--- src/design/pdbc_pkg.sv ---
// Package for the packet deframer with BSD checksum check.
// Holds the parser phase, the queue operation codes and the queue entry type.
// No dependencies; used by every module of the block.
package pdbc_pkg;

    localparam int unsigned QUEUE_DEPTH_DEFAULT = 4;
    localparam logic [15:0] MAX_PAYLOAD_LENGTH_RESET = 16'd256;
    localparam int unsigned PADDR_WIDTH = 3;
    localparam logic REG_MAX_PAYLOAD_LENGTH = 1'b0;

    typedef enum logic [2:0] {
        PH_HDR0,
        PH_HDR1,
        PH_HDR2,
        PH_HDR3,
        PH_PAYLOAD
    } phase_t;

    typedef enum logic [1:0] {
        OP_PAYLOAD,
        OP_EMPTY,
        OP_LEN_ERROR
    } op_t;

    typedef struct packed {
        op_t         op;
        logic [7:0]  data;
        logic        first;
        logic        last;
        logic [15:0] rx_checksum;
    } entry_t;

endpackage

--- src/design/pdbc_front.sv ---
// Front end: parses the four header bytes and classifies every byte.
// Pushes one queue entry per result-producing byte. Depends on pdbc_pkg.
module pdbc_front (
    input  logic                aclk,
    input  logic                aresetn,
    input  logic                in_valid,
    input  logic                in_ready,
    input  logic [7:0]          in_byte,
    input  logic                in_start,
    input  logic [15:0]         max_len,
    output logic                push,
    output pdbc_pkg::entry_t    push_entry
);

    pdbc_pkg::phase_t phase_reg, phase_next, phase_eff;
    logic [15:0] cksum_reg, cksum_next;
    logic [7:0]  len_lo_reg, len_lo_next;
    logic [15:0] left_reg, left_next;
    logic        discard_reg, discard_next;
    logic        first_reg, first_next;
    logic [15:0] len_full;
    logic [15:0] left_dec;
    logic        accept;

    assign accept   = in_valid && in_ready;
    assign len_full = {in_byte, len_lo_reg};
    assign left_dec = left_reg - 16'd1;
    assign phase_eff = in_start ? pdbc_pkg::PH_HDR0 : phase_reg;

    always_comb begin
        phase_next   = phase_reg;
        cksum_next   = cksum_reg;
        len_lo_next  = len_lo_reg;
        left_next    = left_reg;
        discard_next = discard_reg;
        first_next   = first_reg;
        if (accept) begin
            unique case (phase_eff)
                pdbc_pkg::PH_HDR1: begin
                    cksum_next = {in_byte, cksum_reg[7:0]};
                    phase_next = pdbc_pkg::PH_HDR2;
                end
                pdbc_pkg::PH_HDR2: begin
                    len_lo_next = in_byte;
                    phase_next  = pdbc_pkg::PH_HDR3;
                end
                pdbc_pkg::PH_HDR3: begin
                    left_next  = len_full;
                    first_next = 1'b1;
                    if (len_full == 16'd0) begin
                        phase_next = pdbc_pkg::PH_HDR0;
                    end else begin
                        phase_next   = pdbc_pkg::PH_PAYLOAD;
                        discard_next = (len_full > max_len);
                    end
                end
                pdbc_pkg::PH_PAYLOAD: begin
                    left_next = left_dec;
                    if (!discard_reg) begin
                        first_next = 1'b0;
                    end
                    if (left_dec == 16'd0) begin
                        phase_next   = pdbc_pkg::PH_HDR0;
                        discard_next = 1'b0;
                    end
                end
                default: begin
                    cksum_next   = {8'd0, in_byte};
                    discard_next = 1'b0;
                    phase_next   = pdbc_pkg::PH_HDR1;
                end
            endcase
        end
    end

    always_comb begin
        push                   = 1'b0;
        push_entry.op          = pdbc_pkg::OP_PAYLOAD;
        push_entry.data        = 8'd0;
        push_entry.first       = first_reg;
        push_entry.last        = 1'b1;
        push_entry.rx_checksum = cksum_reg;
        if (accept) begin
            unique case (phase_eff)
                pdbc_pkg::PH_HDR3: begin
                    if (len_full == 16'd0) begin
                        push          = 1'b1;
                        push_entry.op = pdbc_pkg::OP_EMPTY;
                    end else if (len_full > max_len) begin
                        push          = 1'b1;
                        push_entry.op = pdbc_pkg::OP_LEN_ERROR;
                    end
                end
                pdbc_pkg::PH_PAYLOAD: begin
                    push            = !discard_reg;
                    push_entry.data = in_byte;
                    push_entry.last = (left_dec == 16'd0);
                end
                default: begin
                    push = 1'b0;
                end
            endcase
        end
    end

    always_ff @(posedge aclk) begin
        if (!aresetn) begin
            phase_reg   <= pdbc_pkg::PH_HDR0;
            cksum_reg   <= 16'd0;
            len_lo_reg  <= 8'd0;
            left_reg    <= 16'd0;
            discard_reg <= 1'b0;
            first_reg   <= 1'b0;
        end else begin
            phase_reg   <= phase_next;
            cksum_reg   <= cksum_next;
            len_lo_reg  <= len_lo_next;
            left_reg    <= left_next;
            discard_reg <= discard_next;
            first_reg   <= first_next;
        end
    end

endmodule

--- src/design/pdbc_queue.sv ---
// Short queue of classified transactions between front end and back end.
// Register-based circular buffer with a fill count. Depends on pdbc_pkg.
module pdbc_queue #(
    parameter int unsigned DEPTH = pdbc_pkg::QUEUE_DEPTH_DEFAULT
) (
    input  logic              aclk,
    input  logic              aresetn,
    input  logic              push,
    input  pdbc_pkg::entry_t  push_entry,
    input  logic              pop,
    output logic              not_full,
    output logic              not_empty,
    output pdbc_pkg::entry_t  head
);

    localparam int unsigned PTR_W = (DEPTH > 1) ? $clog2(DEPTH) : 1;
    localparam int unsigned CNT_W = $clog2(DEPTH + 1);
    localparam logic [PTR_W-1:0] PTR_LAST = PTR_W'(DEPTH - 1);
    localparam logic [CNT_W-1:0] CNT_FULL = CNT_W'(DEPTH);

    pdbc_pkg::entry_t  slots [DEPTH];
    logic [PTR_W-1:0]  wr_ptr_reg, wr_ptr_next;
    logic [PTR_W-1:0]  rd_ptr_reg, rd_ptr_next;
    logic [CNT_W-1:0]  count_reg, count_next;

    assign not_full  = (count_reg != CNT_FULL);
    assign not_empty = (count_reg != '0);
    assign head      = slots[rd_ptr_reg];

    always_comb begin
        wr_ptr_next = wr_ptr_reg;
        rd_ptr_next = rd_ptr_reg;
        count_next  = count_reg;
        if (push) begin
            wr_ptr_next = (wr_ptr_reg == PTR_LAST) ? '0 : wr_ptr_reg + PTR_W'(1);
        end
        if (pop) begin
            rd_ptr_next = (rd_ptr_reg == PTR_LAST) ? '0 : rd_ptr_reg + PTR_W'(1);
        end
        if (push && !pop) begin
            count_next = count_reg + CNT_W'(1);
        end else if (pop && !push) begin
            count_next = count_reg - CNT_W'(1);
        end
    end

    always_ff @(posedge aclk) begin
        if (push) begin
            slots[wr_ptr_reg] <= push_entry;
        end
    end

    always_ff @(posedge aclk) begin
        if (!aresetn) begin
            wr_ptr_reg <= '0;
            rd_ptr_reg <= '0;
            count_reg  <= '0;
        end else begin
            wr_ptr_reg <= wr_ptr_next;
            rd_ptr_reg <= rd_ptr_next;
            count_reg  <= count_next;
        end
    end

`ifndef NO_ASSERTIONS
    a_count_bound: assert property (@(posedge aclk) disable iff (!aresetn)
        count_reg <= CNT_FULL)
        else $error("Queue count exceeds its depth.");

    a_no_overflow: assert property (@(posedge aclk) disable iff (!aresetn)
        push |-> (not_full || pop))
        else $error("Queue written while full.");

    a_no_underflow: assert property (@(posedge aclk) disable iff (!aresetn)
        pop |-> not_empty)
        else $error("Queue read while empty.");

    a_count_tracks: assert property (@(posedge aclk) disable iff (!aresetn)
        (push && !pop) |=> (count_reg == $past(count_reg) + CNT_W'(1)))
        else $error("Queue count did not follow a write.");
`endif

endmodule

--- src/design/pdbc_back.sv ---
// Back end: runs the BSD rotate-and-add checksum over payload bytes and
// holds each result in an output register. Depends on pdbc_pkg.
module pdbc_back (
    input  logic              aclk,
    input  logic              aresetn,
    input  logic              q_valid,
    input  pdbc_pkg::entry_t  q_head,
    output logic              pop,
    output logic              out_valid,
    input  logic              out_ready,
    output logic [7:0]        out_data,
    output logic              out_last,
    output logic              out_empty,
    output logic              out_ok,
    output logic              out_len_error
);

    logic [15:0] sum_reg, sum_next;
    logic [15:0] sum_base, sum_new;
    logic        valid_reg;
    logic [7:0]  data_reg, data_next;
    logic        last_reg, last_next;
    logic        empty_reg, empty_next;
    logic        ok_reg, ok_next;
    logic        err_reg, err_next;

    assign pop      = q_valid && (!valid_reg || out_ready);
    assign sum_base = q_head.first ? 16'd0 : sum_reg;
    assign sum_new  = {sum_base[0], sum_base[15:1]} + {8'd0, q_head.data};

    always_comb begin
        sum_next   = sum_reg;
        data_next  = 8'd0;
        last_next  = 1'b1;
        empty_next = 1'b0;
        ok_next    = 1'b0;
        err_next   = 1'b0;
        case (q_head.op)
            pdbc_pkg::OP_PAYLOAD: begin
                if (pop) begin
                    sum_next = sum_new;
                end
                data_next = q_head.data;
                last_next = q_head.last;
                ok_next   = q_head.last && (sum_new == q_head.rx_checksum);
            end
            pdbc_pkg::OP_EMPTY: begin
                empty_next = 1'b1;
                ok_next    = (q_head.rx_checksum == 16'd0);
            end
            default: begin
                err_next = 1'b1;
            end
        endcase
    end

    always_ff @(posedge aclk) begin
        if (pop) begin
            data_reg  <= data_next;
            last_reg  <= last_next;
            empty_reg <= empty_next;
            ok_reg    <= ok_next;
            err_reg   <= err_next;
        end
    end

    always_ff @(posedge aclk) begin
        if (!aresetn) begin
            valid_reg <= 1'b0;
            sum_reg   <= 16'd0;
        end else begin
            sum_reg <= sum_next;
            if (pop) begin
                valid_reg <= 1'b1;
            end else if (out_ready) begin
                valid_reg <= 1'b0;
            end
        end
    end

    assign out_valid     = valid_reg;
    assign out_data      = data_reg;
    assign out_last      = last_reg;
    assign out_empty     = empty_reg;
    assign out_ok        = ok_reg;
    assign out_len_error = err_reg;

`ifndef NO_ASSERTIONS
    a_flags_exclusive: assert property (@(posedge aclk) disable iff (!aresetn)
        valid_reg |-> !(empty_reg && err_reg))
        else $error("Result flagged both empty and length error.");

    a_ok_only_last: assert property (@(posedge aclk) disable iff (!aresetn)
        (valid_reg && ok_reg) |-> (last_reg && !err_reg))
        else $error("Checksum match flagged on a result that is not last.");

    a_sum_held: assert property (@(posedge aclk) disable iff (!aresetn)
        !pop |=> (sum_reg == $past(sum_reg)))
        else $error("Running checksum changed without a payload transaction.");
`endif

endmodule

--- src/design/packet_deframer_bsd_checksum.sv ---
// Top level of the packet deframer with BSD 16-bit checksum check.
// Holds the configuration register and connects front end, queue and back end.
// Depends on pdbc_pkg, pdbc_front, pdbc_queue and pdbc_back.
//
// The block takes one packet byte per cycle while the queue is not full.
// Each packet starts with a four-byte little-endian header (checksum, then
// length); every payload byte is passed on, and the last one reports whether
// the rotate-and-add checksum matches. A zero length gives one empty result
// and a length above max_payload_length (APB address 0, reset 256) gives one
// error result, after which that payload is dropped. A result is registered
// twice: the front end writes it into the queue when its byte is accepted,
// and the back end loads it into its output register when it pops the entry.
// The queue of QUEUE_DEPTH transactions lets input continue while a result
// waits, and s_ready drops only when that queue is full.
module packet_deframer_bsd_checksum #(
    parameter int unsigned QUEUE_DEPTH = pdbc_pkg::QUEUE_DEPTH_DEFAULT
) (
    input  logic                               aclk,
    input  logic                               aresetn,
    input  logic                               s_valid,
    output logic                               s_ready,
    input  logic [7:0]                         s_rx_byte,
    input  logic                               s_packet_start,
    output logic                               m_valid,
    input  logic                               m_ready,
    output logic [7:0]                         m_payload_byte,
    output logic                               m_last_of_packet,
    output logic                               m_empty_payload,
    output logic                               m_checksum_ok,
    output logic                               m_length_error,
    input  logic                               psel,
    input  logic                               penable,
    input  logic                               pwrite,
    input  logic [pdbc_pkg::PADDR_WIDTH-1:0]   paddr,
    input  logic [31:0]                        pwdata,
    output logic [31:0]                        prdata,
    output logic                               pready
);

    logic [15:0]      max_len_reg;
    logic             cfg_write;
    logic             push;
    logic             pop;
    logic             q_not_full;
    logic             q_not_empty;
    pdbc_pkg::entry_t push_entry;
    pdbc_pkg::entry_t q_head;

    assign pready    = 1'b1;
    assign cfg_write = psel && penable && pwrite && pready;
    assign prdata    = (paddr[2] == pdbc_pkg::REG_MAX_PAYLOAD_LENGTH) ?
                       {16'd0, max_len_reg} : 32'd0;

    always_ff @(posedge aclk) begin
        if (!aresetn) begin
            max_len_reg <= pdbc_pkg::MAX_PAYLOAD_LENGTH_RESET;
        end else if (cfg_write && (paddr[2] == pdbc_pkg::REG_MAX_PAYLOAD_LENGTH)) begin
            max_len_reg <= pwdata[15:0];
        end
    end

    assign s_ready = q_not_full;

    pdbc_front u_front (
        .aclk       (aclk),
        .aresetn    (aresetn),
        .in_valid   (s_valid),
        .in_ready   (q_not_full),
        .in_byte    (s_rx_byte),
        .in_start   (s_packet_start),
        .max_len    (max_len_reg),
        .push       (push),
        .push_entry (push_entry)
    );

    pdbc_queue #(
        .DEPTH (QUEUE_DEPTH)
    ) u_queue (
        .aclk       (aclk),
        .aresetn    (aresetn),
        .push       (push),
        .push_entry (push_entry),
        .pop        (pop),
        .not_full   (q_not_full),
        .not_empty  (q_not_empty),
        .head       (q_head)
    );

    pdbc_back u_back (
        .aclk          (aclk),
        .aresetn       (aresetn),
        .q_valid       (q_not_empty),
        .q_head        (q_head),
        .pop           (pop),
        .out_valid     (m_valid),
        .out_ready     (m_ready),
        .out_data      (m_payload_byte),
        .out_last      (m_last_of_packet),
        .out_empty     (m_empty_payload),
        .out_ok        (m_checksum_ok),
        .out_len_error (m_length_error)
    );

endmodule

--- config.mk ---
export PLATFORM = sky130hd
export DESIGN_NAME = packet_deframer_bsd_checksum
export DESIGN_NICKNAME = d
export VERILOG_FILES = /design/src/design/pdbc_pkg.sv /design/src/design/pdbc_front.sv /design/src/design/pdbc_queue.sv /design/src/design/pdbc_back.sv /design/src/design/packet_deframer_bsd_checksum.sv
export SDC_FILE = /design/constraint.sdc
export NUM_CORES = 1
export LEC_CHECK = 0
export ABC_AREA = 1
export BUFFER_PORTS_ARGS = -buffer_cell sky130_fd_sc_hd__buf_4
export CAP_MARGIN = 10
export CELL_PAD_IN_SITES_DETAIL_PLACEMENT = 0
export CELL_PAD_IN_SITES_GLOBAL_PLACEMENT = 2
export CORE_MARGIN = 2
export CORE_UTILIZATION = 37
export DETAILED_ROUTE_END_ITERATION = 6
export PLACE_DENSITY = 0.9
export SYNTH_ARGS = -nofsm -noshare
export SYNTH_HDL_FRONTEND = slang
export SYNTH_SLANG_ARGS = --single-unit
--- constraint.sdc ---
create_clock -name aclk -period 3.9 [get_ports aclk]
set_input_delay 0.39 -clock aclk [delete_from_list [all_inputs] [get_ports aclk]]
set_output_delay 0.39 -clock aclk [all_outputs]
set_load 0.05 [all_outputs]
==> summary by stage <==
Synth
By count the netlist is led by sky130_fd_sc_hd__nand2_1, sky130_fd_sc_hd__nor2_1, sky130_fd_sc_hd__inv_1. The most area-hungry cell type in the Yosys netlist is sky130_fd_sc_hd__edfxtp_1. After synthesis the netlist holds a flip-flop and latch count of about 210. For this run, the leading register cell type out of synthesis is sky130_fd_sc_hd__edfxtp_1. The number of enable-type register cells in the synthesized netlist is between 100 and 150. Summing every instance area after synthesis gives 0.0102 mm².

The cell count after synthesis came out at about 1200. By instance count, the leading cell after synthesis is sky130_fd_sc_hd__nand2_1. A synthesized cell averages 8.72 µm². The share of synthesized registers carrying an async set or reset is 0%.

In the post-synthesis netlist, the biggest area contributors are sky130_fd_sc_hd__edfxtp_1, sky130_fd_sc_hd__dfxtp_1, sky130_fd_sc_hd__nand2_1, sky130_fd_sc_hd__nor2_1, sky130_fd_sc_hd__inv_1. The share of synthesized area occupied by flip-flops and latches is around 53%. The Yosys warning count is 0. The count of different cell masters after synthesis is 46. The share of synthesized area in the top cell type comes to 36.4%.

Floorplanning
Measured along the y axis, the die boundary spans about 170 µm. The core box area is 0.0270 mm². The die covers 0.0290 mm². The standard-cell row count is 60. From left edge to right edge, the die measures between 150 and 200 µm. The number of placed I/O pins is 98. The effective utilization at floorplan is a little under two fifths.

Pwr
For this design the ratio of total power to cell area is just over 600 mW/mm². The analysis attributes to cell leakage a power of 4.83 nW. IR analysis of the VDD net gives a maximum drop of around 360 µV. The total power consumption of the routed design is 0.00728 W.

Critical path
The most common cell type on the critical path is sky130_fd_sc_hd__nand2_1. STA classifies the critical path endpoint as a register. Walking the worst path, the cells encountered are inv_2, nand2_1, nand3_1, nand2_1, inv_1, buf_4, nor2_1, ha_1, a21oi_1, o211ai_1, nand2_2, o21ai_1, nand2_1, nand2_1, nand2_1, nor2_1, nand3_1, nand2_1.

The critical path arrival is approximately 3700 ps. The family of cells with the greatest summed delay on the critical path is simple AND/OR/NAND/NOR gates. The number of buffers and inverters on the critical path is 3. The critical path's largest stage delay is approximately 420 ps. The element type at the critical path start is a register. The slowest stage of the critical path is the sky130_fd_sc_hd__o211ai_1 cell. The worst endpoint required time is ~4300 ps.

The maximum net fanout on the critical path is 23. The critical setup path kind is reg -> reg.

STA
The final critical path time including I/O delays and setup is roughly 3300 ps. Setup repair after global routing left no endpoint under its margin. For this run, the top clock speed supported by timing is 300 MHz. The final hold violation count is 0. The maximum clock skew at final layout is 10.1 ps.

The total setup violations reported at the end of the flow is 0. The post-route setup TNS is 0 ps. The post-layout worst setup margin is between 500 and 600 ps. At the pin with the least slew margin, the transition time is ~1000 ps. The count of final max-slew check failures is 0. The worst pin sits at a relative slew slack of a little under a third.

In the finished design, the share of the clock period the worst path needs comes to a little under nine tenths.

Cells and area
The fraction of layout cells with a size suffix above 1 is 12.0%. Ranked by flip-flop count, first place goes to u_queue.slots. The growth of design area from synthesis to finish is 15.3%. The flip-flop count of the largest register after layout is between 100 and 150. The antenna diode count is 0.

The count of nets after finishing is 1323.

Placed design
The worst slack at placement is roughly 580 ps. At the end of routability-driven placement, the weighted congestion stood at approximately 0.83. During placement, the flow inserted port buffers numbering slightly above 60. Detailed placement finished with a half-perimeter wire length of between 15000 and 20000 µm.

Global route
The wire length of the first global-routing pass is ~40000 µm. The met2 capacity usage during global routing is a little under a third. Entering global routing, the biggest net connects 56 pins. The total congestion overflow is 0. The initial antenna violation count is 0.

Global routing used ~18% of the available tracks across all layers. After global routing, the most crowded layer is met2. The number of global-route vias before repair is 7626. For this run, global-route usage on met3 was measured as under 10%. The met1 track utilization from global routing is a little under a quarter.

Clock tree
Counting the buffers created by CTS gives 24. The source-to-sink clock delay at the later pin of the worst-skew pair is between 500 and 600 ps. The hold-fix buffer count after cts is 0.

Clock-pin slew was measured on the worst setup and hold paths at roughly 60 ps. The number of setup buffers added after CTS is 0. The sink count of the clock tree is approximately 210.

The maximum buffer depth of the clock tree is 3. The level count of the clock H-tree is 1. The CTS tree is built. The count of instances resized after the clock tree is built is 0. The root buffer cell is sky130_fd_sc_hd__clkbuf_16.

Route
The detailed-routing iteration count for the pre-antenna-repair pass is 5. After detailed routing, the number of remaining DRC violations is 0. In the final routed layout, each cell accounts on average for approximately 16 µm. The count of nets left with antenna violations once routing finished came out at 0. Wires add up to 25100 µm. Dividing the detail-routed via count by the number of cells gives just under 5.

The number of violations reported at the end of detailed-routing iteration 0 is 463. The number of vias in the routed layout is between 7000 and 8000.

Run
The number of maximum-capacitance violations is 0.

Worst hold path
The path class of the tightest hold or removal check is in -> reg. The critical hold path startpoint is pwdata[8].

Status
The run finished with clean final reports.
==> final cells by class <==
cell class | instances | area, µm²
fillers | 2666 | 15200
multi-input cells | 785 | 4010
clock inverters | 15 | 133
inverters | 134 | 503
clock buffers | 27 | 643
well taps | 341 | 427
flip-flops and latches | 211 | 5470
repair buffers | 82 | 616
==> logic make-up (layout without fill, tap and decap cells) <==
| family | after synthesis | after routing | share of synthesized area, % |
|---|---|---|---|
| other | 2 | 17 | 0.0734 |
| flip-flops | 211 | 211 | 53.4 |
| adder cells (fa/ha/maj) | 34 | 34 | 4.30 |
| buffers and inverters | 193 | 258 | 8.09 |
| AND/OR/NAND/NOR | 496 | 496 | 20.4 |
| AO/OA/AOI/OAI | 220 | 220 | 12.1 |
| XOR/XNOR | 18 | 18 | 1.68 |
==> per-stage QoR <==
| step | utilization, % | hold slack [ps] | cell area [µm²] | instances |
|---|---|---|---|---|
| global placement | 40.8 | 448 | 11000 | 1553 |
| finish | 43.7 | 94.9 | 11800 | 1595 |
| global route | 43.7 | 101 | 11800 | 1595 |
| detailed placement | 40.8 | 450 | 11000 | 1553 |
| CTS | 43.7 | 79.4 | 11800 | 1595 |
| floorplan | - | 430 | 10300 | 1189 |
==> power by group <==
part	leakage (nW)	total (W)	internal, W	switching, W
sequential	1.80	0.00269	0.00258	0.000115
combinational	2.66	0.00241	0.000748	0.00166
clock	0.367	0.00218	0.00126	0.000915
total	4.83	0.00728	0.00458	0.00269
==> worst paths after layout <==
| kind | end | slack [ps] | cells past startpoint |
|---|---|---|---|
| setup reg to reg | u_back.out_ok | 570 | 18 |
| setup / recovery | u_back.out_ok | 570 | 18 |
| hold / removal | max_len_reg[8] | 90 | 3 |
| hold reg to reg | u_back.sum_reg[4] | 460 | 2 |
==> tightest hold or removal path, cell delays in order <==
cell and delay (ps):
sky130_fd_sc_hd__buf_4 70, sky130_fd_sc_hd__nand2_1 40, sky130_fd_sc_hd__o211ai_1 60
==> cells in the final DEF, fill, tap and decap left out, drive strengths merged, types with 6 or more instances in the layout <==
master,count
nand3,74
clkinv,12
xor2,12
edfxtp,124
dfxtp,87
a221oi,7
nand4,12
a211oi,6
nand2,239
a32oi,7
o21ai,84
nor2,147
o22ai,7
clkbuf,27
a21oi,90
a31oi,6
conb,17
ha,32
inv,132
buf,82
nor3,11
==> per-layer routing <==
| metal | share of wire (%) | vias up | routed length, µm |
|---|---|---|---|
| met2 | 48 | 156 | 12100 |
| li1 | - | 4038 | - |
| met4 | 2.3 | 0 | 575 |
| met1 | 46 | 3574 | 11500 |
| met3 | 3.9 | 36 | 982 |
| met5 | 0 | - | 0 |
No activity file was read; power rests on OpenSTA's default activity.
